==> src/sv/dfhte_pkg.sv <==
// ----------------------------------------------------------------------------
// dfhte_pkg: shared types, tables and helpers of the fixed-Huffman encoder
// Holds the token codes, the RFC 1951 length/distance tables and the
// queue word that travels between the front and back parts.
// ----------------------------------------------------------------------------
package dfhte_pkg;

    // token kinds
    typedef enum logic [1:0] {
        ACT_HEADER  = 2'd0,
        ACT_LITERAL = 2'd1,
        ACT_MATCH   = 2'd2,
        ACT_EOB     = 2'd3
    } t_action;

    localparam int unsigned WINDOW_SIZE = 32768;

    localparam int unsigned LO_W   = 13;  // litlen code plus length extra bits
    localparam int unsigned HI_W   = 18;  // distance code plus distance extra bits
    localparam int unsigned WORD_W = 31;  // longest bit string of one token
    localparam int unsigned ACC_W  = 38;  // token bits plus up to seven pending
    localparam int unsigned CNT_W  = 6;

    localparam int unsigned LEN_SYMS  = 29;
    localparam int unsigned DIST_SYMS = 30;

    // last length index that uses a 7-bit code (symbol 279)
    localparam logic [4:0] LEN_IDX_LAST7 = 5'd22;

    localparam logic [8:0] LEN_BASE [LEN_SYMS] = '{
        9'd3, 9'd4, 9'd5, 9'd6, 9'd7, 9'd8, 9'd9, 9'd10, 9'd11, 9'd13, 9'd15,
        9'd17, 9'd19, 9'd23, 9'd27, 9'd31, 9'd35, 9'd43, 9'd51, 9'd59, 9'd67,
        9'd83, 9'd99, 9'd115, 9'd131, 9'd163, 9'd195, 9'd227, 9'd258
    };
    localparam logic [2:0] LEN_XBITS [LEN_SYMS] = '{
        3'd0, 3'd0, 3'd0, 3'd0, 3'd0, 3'd0, 3'd0, 3'd0, 3'd1, 3'd1, 3'd1,
        3'd1, 3'd2, 3'd2, 3'd2, 3'd2, 3'd3, 3'd3, 3'd3, 3'd3, 3'd4, 3'd4,
        3'd4, 3'd4, 3'd5, 3'd5, 3'd5, 3'd5, 3'd0
    };
    localparam logic [15:0] DIST_BASE [DIST_SYMS] = '{
        16'd1, 16'd2, 16'd3, 16'd4, 16'd5, 16'd7, 16'd9, 16'd13, 16'd17,
        16'd25, 16'd33, 16'd49, 16'd65, 16'd97, 16'd129, 16'd193, 16'd257,
        16'd385, 16'd513, 16'd769, 16'd1025, 16'd1537, 16'd2049, 16'd3073,
        16'd4097, 16'd6145, 16'd8193, 16'd12289, 16'd16385, 16'd24577
    };
    localparam logic [3:0] DIST_XBITS [DIST_SYMS] = '{
        4'd0, 4'd0, 4'd0, 4'd0, 4'd1, 4'd1, 4'd2, 4'd2, 4'd3, 4'd3,
        4'd4, 4'd4, 4'd5, 4'd5, 4'd6, 4'd6, 4'd7, 4'd7, 4'd8, 4'd8,
        4'd9, 4'd9, 4'd10, 4'd10, 4'd11, 4'd11, 4'd12, 4'd12, 4'd13, 4'd13
    };

    // one classified token, bits in stream order (bit 0 goes out first)
    typedef struct packed {
        logic [LO_W-1:0] lo;
        logic [3:0]      lo_n;
        logic [HI_W-1:0] hi;
        logic [4:0]      hi_n;
        logic            finish;
    } t_tok;

    // reverse the low n bits of a Huffman code so its MSB leaves first
    function automatic logic [8:0] rev_code(input logic [8:0] code, input logic [3:0] n);
        logic [8:0] r;
        for (int i = 0; i < 9; i++) begin
            r[i] = code[8-i];
        end
        return r >> (4'd9 - n);
    endfunction

    function automatic logic [4:0] len_index(input logic [8:0] len);
        logic [4:0] idx;
        idx = '0;
        for (int k = 0; k < LEN_SYMS; k++) begin
            if (LEN_BASE[k] <= len) begin
                idx = 5'(k);
            end
        end
        return idx;
    endfunction

    function automatic logic [4:0] dist_index(input logic [15:0] distance);
        logic [4:0] idx;
        idx = '0;
        for (int k = 0; k < DIST_SYMS; k++) begin
            if (DIST_BASE[k] <= distance) begin
                idx = 5'(k);
            end
        end
        return idx;
    endfunction

endpackage

==> src/sv/dfhte_front.sv <==
// ----------------------------------------------------------------------------
// dfhte_front: token classifier
// Turns one token into its code and extra-bit strings and tracks whether
// the open block is the final one.
// ----------------------------------------------------------------------------
module dfhte_front #(
    parameter int unsigned WINDOW_SIZE = dfhte_pkg::WINDOW_SIZE
) (
    input  logic                i_clk,
    input  logic                i_rst_n,
    input  logic                i_accept,
    input  logic [1:0]          i_action,
    input  logic                i_final_flag,
    input  logic [7:0]          i_literal_byte,
    input  logic [8:0]          i_match_length,
    input  logic [15:0]         i_match_distance,
    output dfhte_pkg::t_tok     o_tok
);

    logic       r_in_final;
    logic       n_in_final;
    logic [8:0] len_c;
    logic [15:0] dist_c;
    logic [4:0] li;
    logic [4:0] di;
    logic [8:0] lcode;
    logic [3:0] lcode_n;
    logic [8:0] lextra;
    logic [2:0] lxb;
    logic [15:0] dextra;
    logic [8:0] lit_huff;

    always_comb begin
        // clamp out-of-range match fields
        len_c = i_match_length;
        if (len_c < 9'd3) begin
            len_c = 9'd3;
        end else if (len_c > 9'd258) begin
            len_c = 9'd258;
        end
        dist_c = i_match_distance;
        if (dist_c == 16'd0) begin
            dist_c = 16'd1;
        end else if (dist_c > 16'(WINDOW_SIZE)) begin
            dist_c = 16'(WINDOW_SIZE);
        end

        li     = dfhte_pkg::len_index(len_c);
        di     = dfhte_pkg::dist_index(dist_c);
        lextra = len_c - dfhte_pkg::LEN_BASE[li];
        lxb    = dfhte_pkg::LEN_XBITS[li];
        dextra = dist_c - dfhte_pkg::DIST_BASE[di];

        if (li <= dfhte_pkg::LEN_IDX_LAST7) begin
            lcode   = 9'(li) + 9'd1;
            lcode_n = 4'd7;
        end else begin
            lcode   = 9'h0C0 + 9'(li) - 9'(dfhte_pkg::LEN_IDX_LAST7 + 5'd1);
            lcode_n = 4'd8;
        end

        if (i_literal_byte <= 8'd143) begin
            lit_huff = 9'h030 + 9'(i_literal_byte);
        end else begin
            lit_huff = 9'h190 + 9'(i_literal_byte) - 9'd144;
        end

        o_tok      = '0;
        n_in_final = r_in_final;
        unique case (dfhte_pkg::t_action'(i_action))
            dfhte_pkg::ACT_HEADER: begin
                o_tok.lo   = 13'(i_final_flag) | 13'b010;
                o_tok.lo_n = 4'd3;
                n_in_final = i_final_flag;
            end
            dfhte_pkg::ACT_LITERAL: begin
                if (i_literal_byte <= 8'd143) begin
                    o_tok.lo   = 13'(dfhte_pkg::rev_code(lit_huff, 4'd8));
                    o_tok.lo_n = 4'd8;
                end else begin
                    o_tok.lo   = 13'(dfhte_pkg::rev_code(lit_huff, 4'd9));
                    o_tok.lo_n = 4'd9;
                end
            end
            dfhte_pkg::ACT_MATCH: begin
                o_tok.lo   = 13'(dfhte_pkg::rev_code(lcode, lcode_n))
                           | (13'(lextra) << lcode_n);
                o_tok.lo_n = lcode_n + 4'(lxb);
                o_tok.hi   = 18'(dfhte_pkg::rev_code(9'(di), 4'd5))
                           | (18'(dextra) << 5);
                o_tok.hi_n = 5'd5 + 5'(dfhte_pkg::DIST_XBITS[di]);
            end
            dfhte_pkg::ACT_EOB: begin
                o_tok.lo_n   = 4'd7;
                o_tok.finish = r_in_final;
                n_in_final   = 1'b0;
            end
            default: begin
                o_tok = '0;
            end
        endcase
    end

    always_ff @(posedge i_clk) begin
        if (!i_rst_n) begin
            r_in_final <= 1'b0;
        end else if (i_accept) begin
            r_in_final <= n_in_final;
        end
    end

endmodule

==> src/sv/dfhte_queue.sv <==
// ----------------------------------------------------------------------------
// dfhte_queue: two-entry token queue
// Decouples the classifier from the byte packer.
// ----------------------------------------------------------------------------
module dfhte_queue (
    input  logic            i_clk,
    input  logic            i_rst_n,
    input  logic            i_push,
    input  dfhte_pkg::t_tok i_tok,
    output logic            o_full,
    input  logic            i_pop,
    output logic            o_valid,
    output dfhte_pkg::t_tok o_tok
);

    dfhte_pkg::t_tok r_mem [2];
    logic       r_wr;
    logic       r_rd;
    logic [1:0] r_cnt;

    assign o_full  = (r_cnt == 2'd2);
    assign o_valid = (r_cnt != 2'd0);
    assign o_tok   = r_mem[r_rd];

    always_ff @(posedge i_clk) begin
        if (i_push) begin
            r_mem[r_wr] <= i_tok;
        end
    end

    always_ff @(posedge i_clk) begin
        if (!i_rst_n) begin
            r_wr  <= 1'b0;
            r_rd  <= 1'b0;
            r_cnt <= 2'd0;
        end else begin
            if (i_push) begin
                r_wr <= ~r_wr;
            end
            if (i_pop) begin
                r_rd <= ~r_rd;
            end
            r_cnt <= r_cnt + 2'(i_push) - 2'(i_pop);
        end
    end

`ifndef NO_ASSERTIONS
    a_no_overflow: assert property (@(posedge i_clk) disable iff (!i_rst_n)
        !(i_push && o_full))
        else $error("push into full token queue");

    a_no_underflow: assert property (@(posedge i_clk) disable iff (!i_rst_n)
        !(i_pop && !o_valid))
        else $error("pop from empty token queue");
`endif

endmodule

==> src/sv/dfhte_back.sv <==
// ----------------------------------------------------------------------------
// dfhte_back: bit packer and byte output register
// Merges each token's bits behind the pending bits and shifts out bytes.
// ----------------------------------------------------------------------------
module dfhte_back (
    input  logic            i_clk,
    input  logic            i_rst_n,
    input  logic            i_tok_valid,
    input  dfhte_pkg::t_tok i_tok,
    output logic            o_pop,
    output logic            o_out_valid,
    input  logic            i_out_stall,
    output logic [7:0]      o_out_byte,
    output logic            o_last_of_run,
    output logic            o_stream_end
);

    logic [dfhte_pkg::ACC_W-1:0]  r_acc, n_acc;
    logic [dfhte_pkg::CNT_W-1:0]  r_cnt, n_cnt;
    logic                         r_fin, n_fin;
    logic                         r_ovalid, n_ovalid;
    logic [7:0]                   r_byte, n_byte;
    logic                         r_last, n_last;
    logic                         r_end, n_end;

    logic                         out_free;
    logic                         emit;
    logic                         load;
    logic                         last;
    logic [dfhte_pkg::WORD_W-1:0] word;
    logic [dfhte_pkg::CNT_W-1:0]  total;

    assign out_free = !r_ovalid || !i_out_stall;
    assign emit     = (r_cnt >= 6'd8) && out_free;
    assign load     = (r_cnt < 6'd8) && i_tok_valid;
    assign last     = (r_cnt < 6'd16);
    assign o_pop    = load;

    always_comb begin
        word  = dfhte_pkg::WORD_W'(i_tok.lo)
              | (dfhte_pkg::WORD_W'(i_tok.hi) << i_tok.lo_n);
        total = 6'(r_cnt[2:0]) + 6'(i_tok.lo_n) + 6'(i_tok.hi_n);

        n_acc    = r_acc;
        n_cnt    = r_cnt;
        n_fin    = r_fin;
        n_ovalid = r_ovalid;
        n_byte   = r_byte;
        n_last   = r_last;
        n_end    = r_end;

        if (!i_out_stall) begin
            n_ovalid = 1'b0;
        end

        if (emit) begin
            n_ovalid = 1'b1;
            n_byte   = r_acc[7:0];
            n_last   = last;
            n_end    = last && r_fin;
            n_acc    = r_acc >> 8;
            n_cnt    = r_cnt - 6'd8;
            if (last) begin
                n_fin = 1'b0;
            end
        end else if (load) begin
            // append behind the pending bits; a final end of block pads to a byte
            n_acc = dfhte_pkg::ACC_W'(r_acc[6:0])
                  | (dfhte_pkg::ACC_W'(word) << r_cnt[2:0]);
            n_fin = i_tok.finish;
            if (i_tok.finish) begin
                n_cnt = (total + 6'd7) & 6'b111000;
            end else begin
                n_cnt = total;
            end
        end
    end

    always_ff @(posedge i_clk) begin
        if (!i_rst_n) begin
            r_acc    <= '0;
            r_cnt    <= '0;
            r_fin    <= 1'b0;
            r_ovalid <= 1'b0;
        end else begin
            r_acc    <= n_acc;
            r_cnt    <= n_cnt;
            r_fin    <= n_fin;
            r_ovalid <= n_ovalid;
        end
    end

    always_ff @(posedge i_clk) begin
        r_byte <= n_byte;
        r_last <= n_last;
        r_end  <= n_end;
    end

    assign o_out_valid   = r_ovalid;
    assign o_out_byte    = r_byte;
    assign o_last_of_run = r_last;
    assign o_stream_end  = r_end;

`ifndef NO_ASSERTIONS
    a_cnt_bound: assert property (@(posedge i_clk) disable iff (!i_rst_n)
        r_cnt <= 6'(dfhte_pkg::ACC_W))
        else $error("bit count exceeds accumulator");

    a_fin_aligned: assert property (@(posedge i_clk) disable iff (!i_rst_n)
        r_fin |-> (r_cnt[2:0] == 3'd0))
        else $error("final block flush not byte aligned");

    a_flush_clears: assert property (@(posedge i_clk) disable iff (!i_rst_n)
        (emit && last && r_fin) |=> (r_cnt == 6'd0 && !r_fin))
        else $error("stream end left bits behind");
`endif

endmodule

==> src/sv/deflate_fixed_huffman_token_encoder.sv <==
// ----------------------------------------------------------------------------
// deflate_fixed_huffman_token_encoder: fixed-Huffman DEFLATE token packer
// Encodes header, literal, match and end-of-block tokens into a byte stream.
// ----------------------------------------------------------------------------
// Usage:
//   Input channel (i_in_valid / o_in_stall) takes one token word: action,
//   final flag, literal byte, match length and distance. Output channel
//   (o_out_valid / i_out_stall) gives one stream byte per word, with
//   o_last_of_run on the last byte a token made and o_stream_end on the
//   padded byte that closes a final block.
//   A taken token goes through the queue and the packer's accumulator to the
//   output register. The packer merges a token only while under eight bits
//   are pending, then sends one byte per cycle while the receiver does not
//   stall; the single byte-wide output register sets that rate.
//   A two-entry queue sits between classifier and packer, so tokens keep
//   coming while bytes drain; o_in_stall rises only when the queue is full.
//   Tokens that finish no byte leave their bits pending and give no output.
//   Reset clears the queue, the pending bits and the final-block flag.
//   A stalled receiver holds the output byte; the packer then stops, the
//   queue fills and the input side stalls in turn.
// ----------------------------------------------------------------------------
module deflate_fixed_huffman_token_encoder #(
    parameter int unsigned WINDOW_SIZE = dfhte_pkg::WINDOW_SIZE
) (
    input  logic        i_clk,
    input  logic        i_rst_n,
    input  logic        i_in_valid,
    output logic        o_in_stall,
    input  logic [1:0]  i_action,
    input  logic        i_final_flag,
    input  logic [7:0]  i_literal_byte,
    input  logic [8:0]  i_match_length,
    input  logic [15:0] i_match_distance,
    output logic        o_out_valid,
    input  logic        i_out_stall,
    output logic [7:0]  o_out_byte,
    output logic        o_last_of_run,
    output logic        o_stream_end
);

    dfhte_pkg::t_tok front_tok;
    dfhte_pkg::t_tok queue_tok;
    logic            queue_full;
    logic            queue_valid;
    logic            accept;
    logic            pop;

    // take a word whenever the queue has room
    assign o_in_stall = queue_full;
    assign accept     = i_in_valid && !queue_full;

    // classify: code strings, extra bits and the final-block flag
    dfhte_front #(
        .WINDOW_SIZE(WINDOW_SIZE)
    ) u_front (
        .i_clk           (i_clk),
        .i_rst_n         (i_rst_n),
        .i_accept        (accept),
        .i_action        (i_action),
        .i_final_flag    (i_final_flag),
        .i_literal_byte  (i_literal_byte),
        .i_match_length  (i_match_length),
        .i_match_distance(i_match_distance),
        .o_tok           (front_tok)
    );

    // hold classified tokens until the packer is ready for them
    dfhte_queue u_queue (
        .i_clk  (i_clk),
        .i_rst_n(i_rst_n),
        .i_push (accept),
        .i_tok  (front_tok),
        .o_full (queue_full),
        .i_pop  (pop),
        .o_valid(queue_valid),
        .o_tok  (queue_tok)
    );

    // merge bits behind the pending ones, advance a byte at a time
    dfhte_back u_back (
        .i_clk        (i_clk),
        .i_rst_n      (i_rst_n),
        .i_tok_valid  (queue_valid),
        .i_tok        (queue_tok),
        .o_pop        (pop),
        .o_out_valid  (o_out_valid),
        .i_out_stall  (i_out_stall),
        .o_out_byte   (o_out_byte),
        .o_last_of_run(o_last_of_run),
        .o_stream_end (o_stream_end)
    );

endmodule

==> config.mk <==
export PLATFORM = sky130hd
export DESIGN_NAME = deflate_fixed_huffman_token_encoder
export DESIGN_NICKNAME = d
export VERILOG_FILES = /design/src/sv/dfhte_pkg.sv /design/src/sv/dfhte_front.sv /design/src/sv/dfhte_queue.sv /design/src/sv/dfhte_back.sv /design/src/sv/deflate_fixed_huffman_token_encoder.sv
export SDC_FILE = /design/constraint.sdc
export NUM_CORES = 1
export LEC_CHECK = 0
export ABC_AREA = 1
export BUFFER_PORTS_ARGS = -buffer_cell sky130_fd_sc_hd__buf_2
export CORE_ASPECT_RATIO = 0.6
export CORE_MARGIN = 3
export CORE_UTILIZATION = 63
export CTS_CLUSTER_DIAMETER = 80
export DETAILED_ROUTE_END_ITERATION = 7
export GPL_TIMING_DRIVEN = 0
export PLACE_DENSITY = 0.82
export RECOVER_POWER = 25
export SLEW_MARGIN = 15
export SYNTH_ARGS = -nofsm -noshare
export SYNTH_HDL_FRONTEND = slang
export SYNTH_SLANG_ARGS = --single-unit
==> constraint.sdc <==
create_clock -name i_clk -period 8.94 [get_ports i_clk]
set_clock_uncertainty 0.2 [all_clocks]
set_input_delay 1.788 -clock i_clk [delete_from_list [all_inputs] [get_ports i_clk]]
set_output_delay 1.788 -clock i_clk [all_outputs]
set_load 0.1 [all_outputs]
Word level (Yosys, flattened, before mapping)
Memories as Yosys holds them, arrays and structs flattened. A register that Yosys moved wholly into a read port is not among the register bits.
Cells that the tools add are included.
- memory bits (read-only): 1024
- register bits after elaboration: 61
- logic and storage cells: 228
- memories kept: 5
- input port bits: 40
- output and inout bits: 12
- bits in writable memories: 82
- memories (name ; words ; bits a word ; rd ports ; clocked after memory_dff ; wr ports ; RTL line ; text):
    (no name shown) ; 32 ; 16 ; 1 ; 0 ; 0 ; dfhte_front.sv:52 ; dextra = dist_c - dfhte_pkg::DIST_BASE[di];
    (no name shown) ; 32 ; 9 ; 1 ; 0 ; 0 ; dfhte_front.sv:50 ; lextra = len_c - dfhte_pkg::LEN_BASE[li];
    (no name shown) ; 32 ; 4 ; 1 ; 0 ; 0 ; dfhte_front.sv:91 ; o_tok.hi_n = 5'd5 + 5'(dfhte_pkg::DIST_XBITS[di]);
    (no name shown) ; 32 ; 3 ; 1 ; 0 ; 0 ; dfhte_front.sv:51 ; lxb = dfhte_pkg::LEN_XBITS[li];
    u_queue.r_mem ; 2 ; 41 ; 1 ; 1 ; 1 ; dfhte_queue.sv:16 ; dfhte_pkg::t_tok r_mem [2];
- bitwise gates (word level): 9
- eq/ne operators: 6
- muxes and demuxes: 92
- reduce and logical (&&, ||, !) cells: 16
- shift-type cells: 4
- $add $sub $neg: 17
- $lt $le $gt $ge: 67
- operators with widths (operator ; number):
    5-bit two-way mux ; 27
    4-bit two-way mux ; 19
    30-bit two-way mux ; 2
    4-bit by 9-bit less-or-equal comparator with 1-bit output, first input constant ; 6
    9-bit two-way mux ; 6
    3-bit by 16-bit less-or-equal comparator with 1-bit output, first input constant ; 3
    5-bit by 9-bit less-or-equal comparator with 1-bit output, first input constant ; 5
    13-bit two-way mux ; 3
    13-bit case mux with 3 select lines ; 1
    7-bit by 38-bit bitwise OR with 38-bit output ; 1
    31-bit by 3-bit left shift with 38-bit output ; 1
    3-bit by 9-bit less-or-equal comparator with 1-bit output, first input constant ; 4
    6-bit by 9-bit less-or-equal comparator with 1-bit output, first input constant ; 4
    7-bit by 9-bit less-or-equal comparator with 1-bit output, first input constant ; 4
    8-bit by 9-bit less-or-equal comparator with 1-bit output, first input constant ; 4
    10-bit by 16-bit less-or-equal comparator with 1-bit output, first input constant ; 2
    11-bit by 16-bit less-or-equal comparator with 1-bit output, first input constant ; 2
    12-bit by 16-bit less-or-equal comparator with 1-bit output, first input constant ; 2
    13-bit by 16-bit less-or-equal comparator with 1-bit output, first input constant ; 2
    14-bit by 16-bit less-or-equal comparator with 1-bit output, first input constant ; 2
    15-bit by 16-bit less-or-equal comparator with 1-bit output, first input constant ; 2
    2-bit by 16-bit less-or-equal comparator with 1-bit output, first input constant ; 2
    4-bit by 16-bit less-or-equal comparator with 1-bit output, first input constant ; 2
    5-bit by 16-bit less-or-equal comparator with 1-bit output, first input constant ; 2
    59 further kinds ; 103

Longest topological paths before layout
Gate-level depths: netlist of the first run.
- depth after elaboration: 40
- gate-level depth with buffers: 60
- mapped depth without buffers: 60

By module
Synthesis of the first run repeated with hierarchy kept, for this count alone.
- cells, all modules: 1716
- area, all modules: 12238.0 um^2
- by module, submodules not included (module ; instances ; sequential area each (um^2) ; cells an instance ; area each (um^2)):
    dfhte_back ; 1 ; 1221.2 ; 782 ; 4793.3
    dfhte_front ; 1 ; 20.0 ; 771 ; 4043.9
    dfhte_queue ; 1 ; 2562.5 ; 161 ; 3390.8
    deflate_fixed_huffman_token_encoder ; 1 ; 0.0 ; 2 ; 10.0

Least setup slack after synthesis of the first run
OpenSTA, ideal clock, no wires.
- path kind: input to register
- from: input port i_match_distance[14]
- to: memory u_queue.r_mem[0][23] (netlist bit), data pin
- buffers on the path: 0
- library setup time: 269 ps
- stages: 57
- path slack: 2110 ps
- required time: 8471 ps
- arrival: 6362 ps
- cell sequence: nor2_2 nand2_1 nor2_4 nand2_2 a21oi_4 nand4_1 nand3_1 nand2_1 nand2_1 nand2_1 nand2_1 nand2_1 nand2_1 nand2_1 nand2_1 nand2_1 nand2_1 nand2_1 (+21 left out) nand2_1 inv_1 nor2_1 inv_1 a21oi_1 nor2_1 nor2_1 nor2_1 nor2_1 nor2_1 o21ai_0 nand2_1 nand2_1 nand2_1 a21oi_1 xor2_1 o21ai_0 a21oi_1
- RTL lines (element ; RTL line ; text):
    start, declared ; deflate_fixed_huffman_token_encoder.sv:33 ; input logic [15:0] i_match_distance,
    end, declared ; dfhte_queue.sv:16 ;

==> metrics, run 1 <==
initial antenna violation count 0; Vias approximately 12000; grt met3 use about 15%; first-pass GRT wire length 56600 um; Critical Path AT around 8000 ps; Starting Density approximately two thirds; post-route ant nets 0; root buf cell clkbuf_16; Post-Syn Instances 1635; clock latency at the later pin of the worst-skew pair around 420 ps; worst path required time 9010 ps; post-CTS repair timing setup buffer count 0; # IOs 52; via/cell ratio 6.12; All-Layer GR Usage between 30% and 40%; Post-Syn Area 11500 um^2; fraction of registers with async set or reset after synthesis 0%; final setup violation count 0; YS warnings 0; drt wl/cell around 18 um; peak supply drop between 200 and 250 uV; worst slew pin tran 1800 ps; most common cell after layout, fill and taps aside nand2_1; Pleak approximately 5.3 nW; ys flop type edfxtp_1; RSZ-0062 raised after global routing false; register area share after synthesis 33.1%; drt first pass iters 8; setup TNS 0 ps; CTS resizes 0; vias in the first global route about 11000; status finished with violations; Most common cell on crit path nand2_1; Final Max Tran Viols 30; Area growth syn-to-layout 10.3%; DP HPWL 28600 um; Reg2Reg Setup Slack ~4000 ps; placed insts a little under 2000; # fillers 1463; layout cell share with drive strength beyond 1 between 10 and 15%; slowest stage delay, CP approximately 320 ps; PwrDens ~300 nW/um^2; CTS tree built; # hold bufs at CTS 0; met1 Use GR between 50% and 60%; clk sinks around 140; FF+latch area 3800 um^2; # rows 37; antenna fix cells 0; fin cells 1954; CTS Buffer Depth 2; grt peak-use layer met1; Setup crit end kind register; area occupied by multi-input gates a little under 7000 um^2; cts bufs inserted 17; DRC Markers 0; die width between 150 and 200 um; crit path kind primary input to register; largest net degree at the start of global routing 30; slowest stage cell, crit path ha_1; grt total ovfl 0; die area between 15000 and 20000 um^2; Mean Syn Cell Area about 7 um^2; core area ~17000 um^2; port buffer count ~50; commonest non-fill, non-tap cells in the layout 467 x nand2_1, 168 x o21ai_0, 146 x inv_1; Hold Path Class register to register; Max-Cap Viols 1; Nets between 1500 and 2000; die height between 100 and 150 um; maximum clock rate around 130 MHz; failing checks capacitance limit, slew limit; final hold vios 0; Clock Pin Slew Worst Setup and Hold Paths roughly 60 ps; grt met2 use around 44%; Startpoint Class primary input; net count after synthesis ~1700; Final Wtd Congestion slightly above 1; Final Cycle Share about nine tenths; total routed wirelength roughly 36000 um; Post-synth EDFFs between 90 and 100; crit path max fanout 10; Cell variety after synth 59; Max-slew headroom -19.9%; CTS H-tree lvls 4; final worst path period need roughly 7900 ps; Seq cells post-synth approximately 140; initial DRC count between 1500 and 2000
-- power breakdown --
part	switching, mW	internal, mW	leakage (nW)
combinational	1.59	0.543	3.70
sequential	0.0607	0.863	1.32
clock	0.295	0.431	0.291
-- per-stage QoR --
step                      cell area, um^2  setup slack (ps)  hold slack, ps  util [%]  power (mW)
after floorplan                     11500              2110             209         -        2.35
after global placement              12000              1040             217      68.7        2.89
after detailed placement            12100               896             223      69.1        2.94
after CTS                           12700              1270             238      72.5        3.67
after global routing                12700               247             258      72.3        3.99
final                               12700              1030             240      72.3        3.78
-- per-layer routing --
layer	up-vias	part of all wire [%]
li1	5655	-
met1	5445	46
met2	808	36
met3	44	17
met4	0	0.88
met5	-	0
-- flip-flops by register name, summed over array words and instances, names as in the netlist, named ones only --
signal / cells
u_back.r_fin: 1
u_queue.r_wr: 1
u_front.r_in_final: 1
u_queue.r_mem: 82
u_back.o_out_byte: 8
u_back.r_cnt: 6
u_queue.r_cnt: 2
u_back.r_acc: 38
u_back.o_stream_end: 1
u_back.o_last_of_run: 1
u_back.o_out_valid: 1
u_queue.r_rd: 1
-- layout make-up --
type                            instances  share of cell area, %
Buffer                                 61                   1.93
Clock buffer                           23                   4.29
Clock inverter                          9                  0.514
Inverter                              183                   5.43
Multi-Input combinational cell       1247                   53.3
Sequential cell                       144                   30.0
Tap cell                              234                   2.31
Timing Repair Buffer                   53                   2.19
-- critical path, delay by kind of cell --
kind / cells / cell delay, ps
and+or+nand+nor: 38 / 3220
AOI/OAI and AO/OA: 11 / 1880
adders and majority gates: 2 / 510
buffers and inverters: 4 / 360
xor gates and xnor gates: 1 / 210
-- worst paths after layout --
path	start	endpoint	cells after the start
max	i_match_distance[8]	u_queue.r_mem[1][23]	56
min	u_back.r_acc[0]	u_back.o_out_byte[0]	0
max reg2reg	register	u_back.r_cnt[5]	17
min reg2reg	u_back.r_acc[0]	u_back.o_out_byte[0]	0
-- cell usage after synthesis, types with 33 or more instances --
cell,instances,area (um^2)
a21oi_1,71,355
a31oi_1,53,332
clkbuf_1,46,173
dfxtp_1,52,1040
edfxtp_1,92,2760
ha_1,56,701
inv_1,146,548
inv_2,33,124
nand2_1,467,1750
nand3_1,53,265
nor2_1,136,510
o21ai_0,168,841
-- logic make-up (layout without fill, tap and decap cells) --
logic type	after synthesis	after routing	synth area share (%)
flops	144	144	33.1
simple gates	751	751	28.1
mux	32	32	2.79
fa+ha+maj	61	61	6.97
xor+xnor	16	16	1.22
compound gates	387	387	19.6
buf+inv	244	329	8.11
No activity file was read; power rests on OpenSTA's default activity.
==> inputs of run 2 (changes only) <==
PLACE_DENSITY = default   (was 0.82)
PLACE_DENSITY_LB_ADDON = 0.1   (was default)
==> metrics, run 2 (synthesis gave the netlist of run 1 again) <==
DRC Markers 0 (unchanged); r2r worst-path depth 21 (+4); final setup violation count 0 (unchanged); pre-CTS WS 1060 ps (+161 ps); vias in the first global route 10500 (-0.94%); max reg flops 82 (unchanged); cts bufs inserted 17 (unchanged); r2r endpoint u_back.r_cnt[5]; setup TNS 0 ps (unchanged); CTS Buffer Depth 2 (unchanged); # rows 37 (unchanged); All-Layer GR Usage 35.4% (+0.049 points); final hold vios 0 (unchanged); Hold Path Class register to register; hold endpoint u_back.o_out_byte[7]; slowest stage cell, crit path ha_1; hold_sp u_back.r_acc[7]; CTS H-tree lvls 4 (unchanged); port buffer count 51 (unchanged); Startpoint Class primary input; Starting Density 65.6% (unchanged); Max-Cap Viols 2 (+1); # hold bufs at CTS 0 (unchanged); DP HPWL 28400 um (-0.81%); Setup crit end kind register; placed insts 1922 (unchanged); initial DRC count 1902 (+8.0%); Area growth syn-to-layout 10.9%; RSZ-0062 raised after global routing false; peak supply drop 201 uV (-4.9%); die height 111 um (unchanged); Final Max Tran Viols 37 (+23%); clk sinks 144 (unchanged); Setup WS post-layout 1260 ps (+227 ps); via/cell ratio 6.07 (-0.72%); commonest non-fill, non-tap cells in the layout 467 x nand2_1, 168 x o21ai_0, 146 x inv_1; post-route ant nets 0 (unchanged); crit path max fanout 10 (unchanged); post-CTS repair timing setup buffer count 0 (unchanged); Most common cell on crit path nand2_1; layout cell share with drive strength beyond 1 10.6% (-0.52 points); Min-Delay Path Depth 0 (unchanged); Max-slew headroom -22.9% (-2.9 points); largest net degree at the start of global routing 25 (-17%); die area 19900 um^2 (unchanged); worst slew pin tran 1840 ps (+37.4 ps); Reg2Reg Setup Slack 3900 ps (-120 ps); clock latency at the later pin of the worst-skew pair 420 ps (about the same); Critical Path AT 7750 ps (-220 ps); die width 180 um (unchanged); maximum clock rate 130 MHz (+3.0%); final hold slack 238 ps (-2.07 ps); crit path kind primary input to register; total power 3.85 mW (+1.8%); drt wl/cell 18.2 um (-0.57%); Final Wtd Congestion 1.05 (+2.5%); slowest stage delay, CP 300 ps (-20 ps); core area 17500 um^2 (unchanged); drt first pass iters 6 (-2); Pleak 5.33 nW (+0.29%); Top reg by flops u_queue.r_mem; worst path required time 9010 ps (about the same); Clock Pin Slew Worst Setup and Hold Paths 70 ps (about the same); final worst path period need 7680 ps (-227 ps); CTS tree built; Nets 1808 (unchanged); failing checks capacitance limit, slew limit; PwrDens 302 nW/um^2 (+1.2%); root buf cell clkbuf_16; initial antenna violation count 1 (+1); total routed wirelength 35600 um (-0.52%); Vias 11900 (-0.67%); status finished with violations; most common cell after layout, fill and taps aside nand2_1; Final Cycle Share 85.9% (-2.5 points); fin cells 1955 (+0.051%); first-pass GRT wire length 56700 um (+0.22%); # IOs 52 (unchanged); CTS resizes 0 (unchanged); grt total ovfl 0 (unchanged)
[run 2: worst max path at each step]
stage                         startpoint                    to  slack [ps]  cells past startpoint
finish               i_match_distance[8]  u_queue.r_mem[0][23]        1260                     60
global route         i_match_distance[8]  u_queue.r_mem[0][23]         420                     60
CTS                  i_match_distance[8]  u_queue.r_mem[1][23]        1460                     56
detailed placement  i_match_distance[15]  u_queue.r_mem[1][23]        1060                     58
global placement    i_match_distance[15]  u_queue.r_mem[0][23]        1130                     58
floorplan           i_match_distance[14]  u_queue.r_mem[0][23]        2110                     57
[run 2: power by group]
part	leakage [nW]	total, mW	internal [mW]	switching (mW)
combinational	3.69	2.13	0.544	1.59
clock	0.321	0.794	0.505	0.289
sequential	1.32	0.925	0.863	0.0615
[run 2: final cells by class]
cell class / count / area (um^2)
diodes: 1 / 2.50
fillers: 1444 / 4770
repair buffers: 53 / 298
multi-input cells: 1247 / 6750
clock inverters: 10 / 168
well taps: 234 / 293
inverters: 183 / 687
plain buffers: 61 / 244
clock buffers: 22 / 487
flip-flops and latches: 144 / 3800
[run 2: metal layers]
layer | share of wire [%] | GRT usage [%] | wire [um]
met5 | 0 | 0 | 0
met2 | 35 | 43.0 | 12600
met1 | 47 | 57.1 | 16600
met4 | 0.92 | 5.93 | 329
met3 | 17 | 15.1 | 6140
[run 2: critical path: cells and delay by family]
| kind | cells | cell delay (ps) |
|---|---|---|
| AO/OA/AOI/OAI | 9 | 1430 |
| XOR/XNOR | 1 | 180 |
| adder cells (fa/ha/maj) | 2 | 470 |
| buffers and inverters | 3 | 260 |
| AND/OR/NAND/NOR | 45 | 3620 |
[run 2: stage by stage]
stage | instance area, um^2 | util (%)
2_1_floorplan | 11500 | -
3_3_place_gp | 12000 | 68.7
3_5_place_dp | 12100 | 69.1
4_1_cts | 12800 | 72.9
5_1_grt | 12700 | 72.7
6_report | 12700 | 72.7
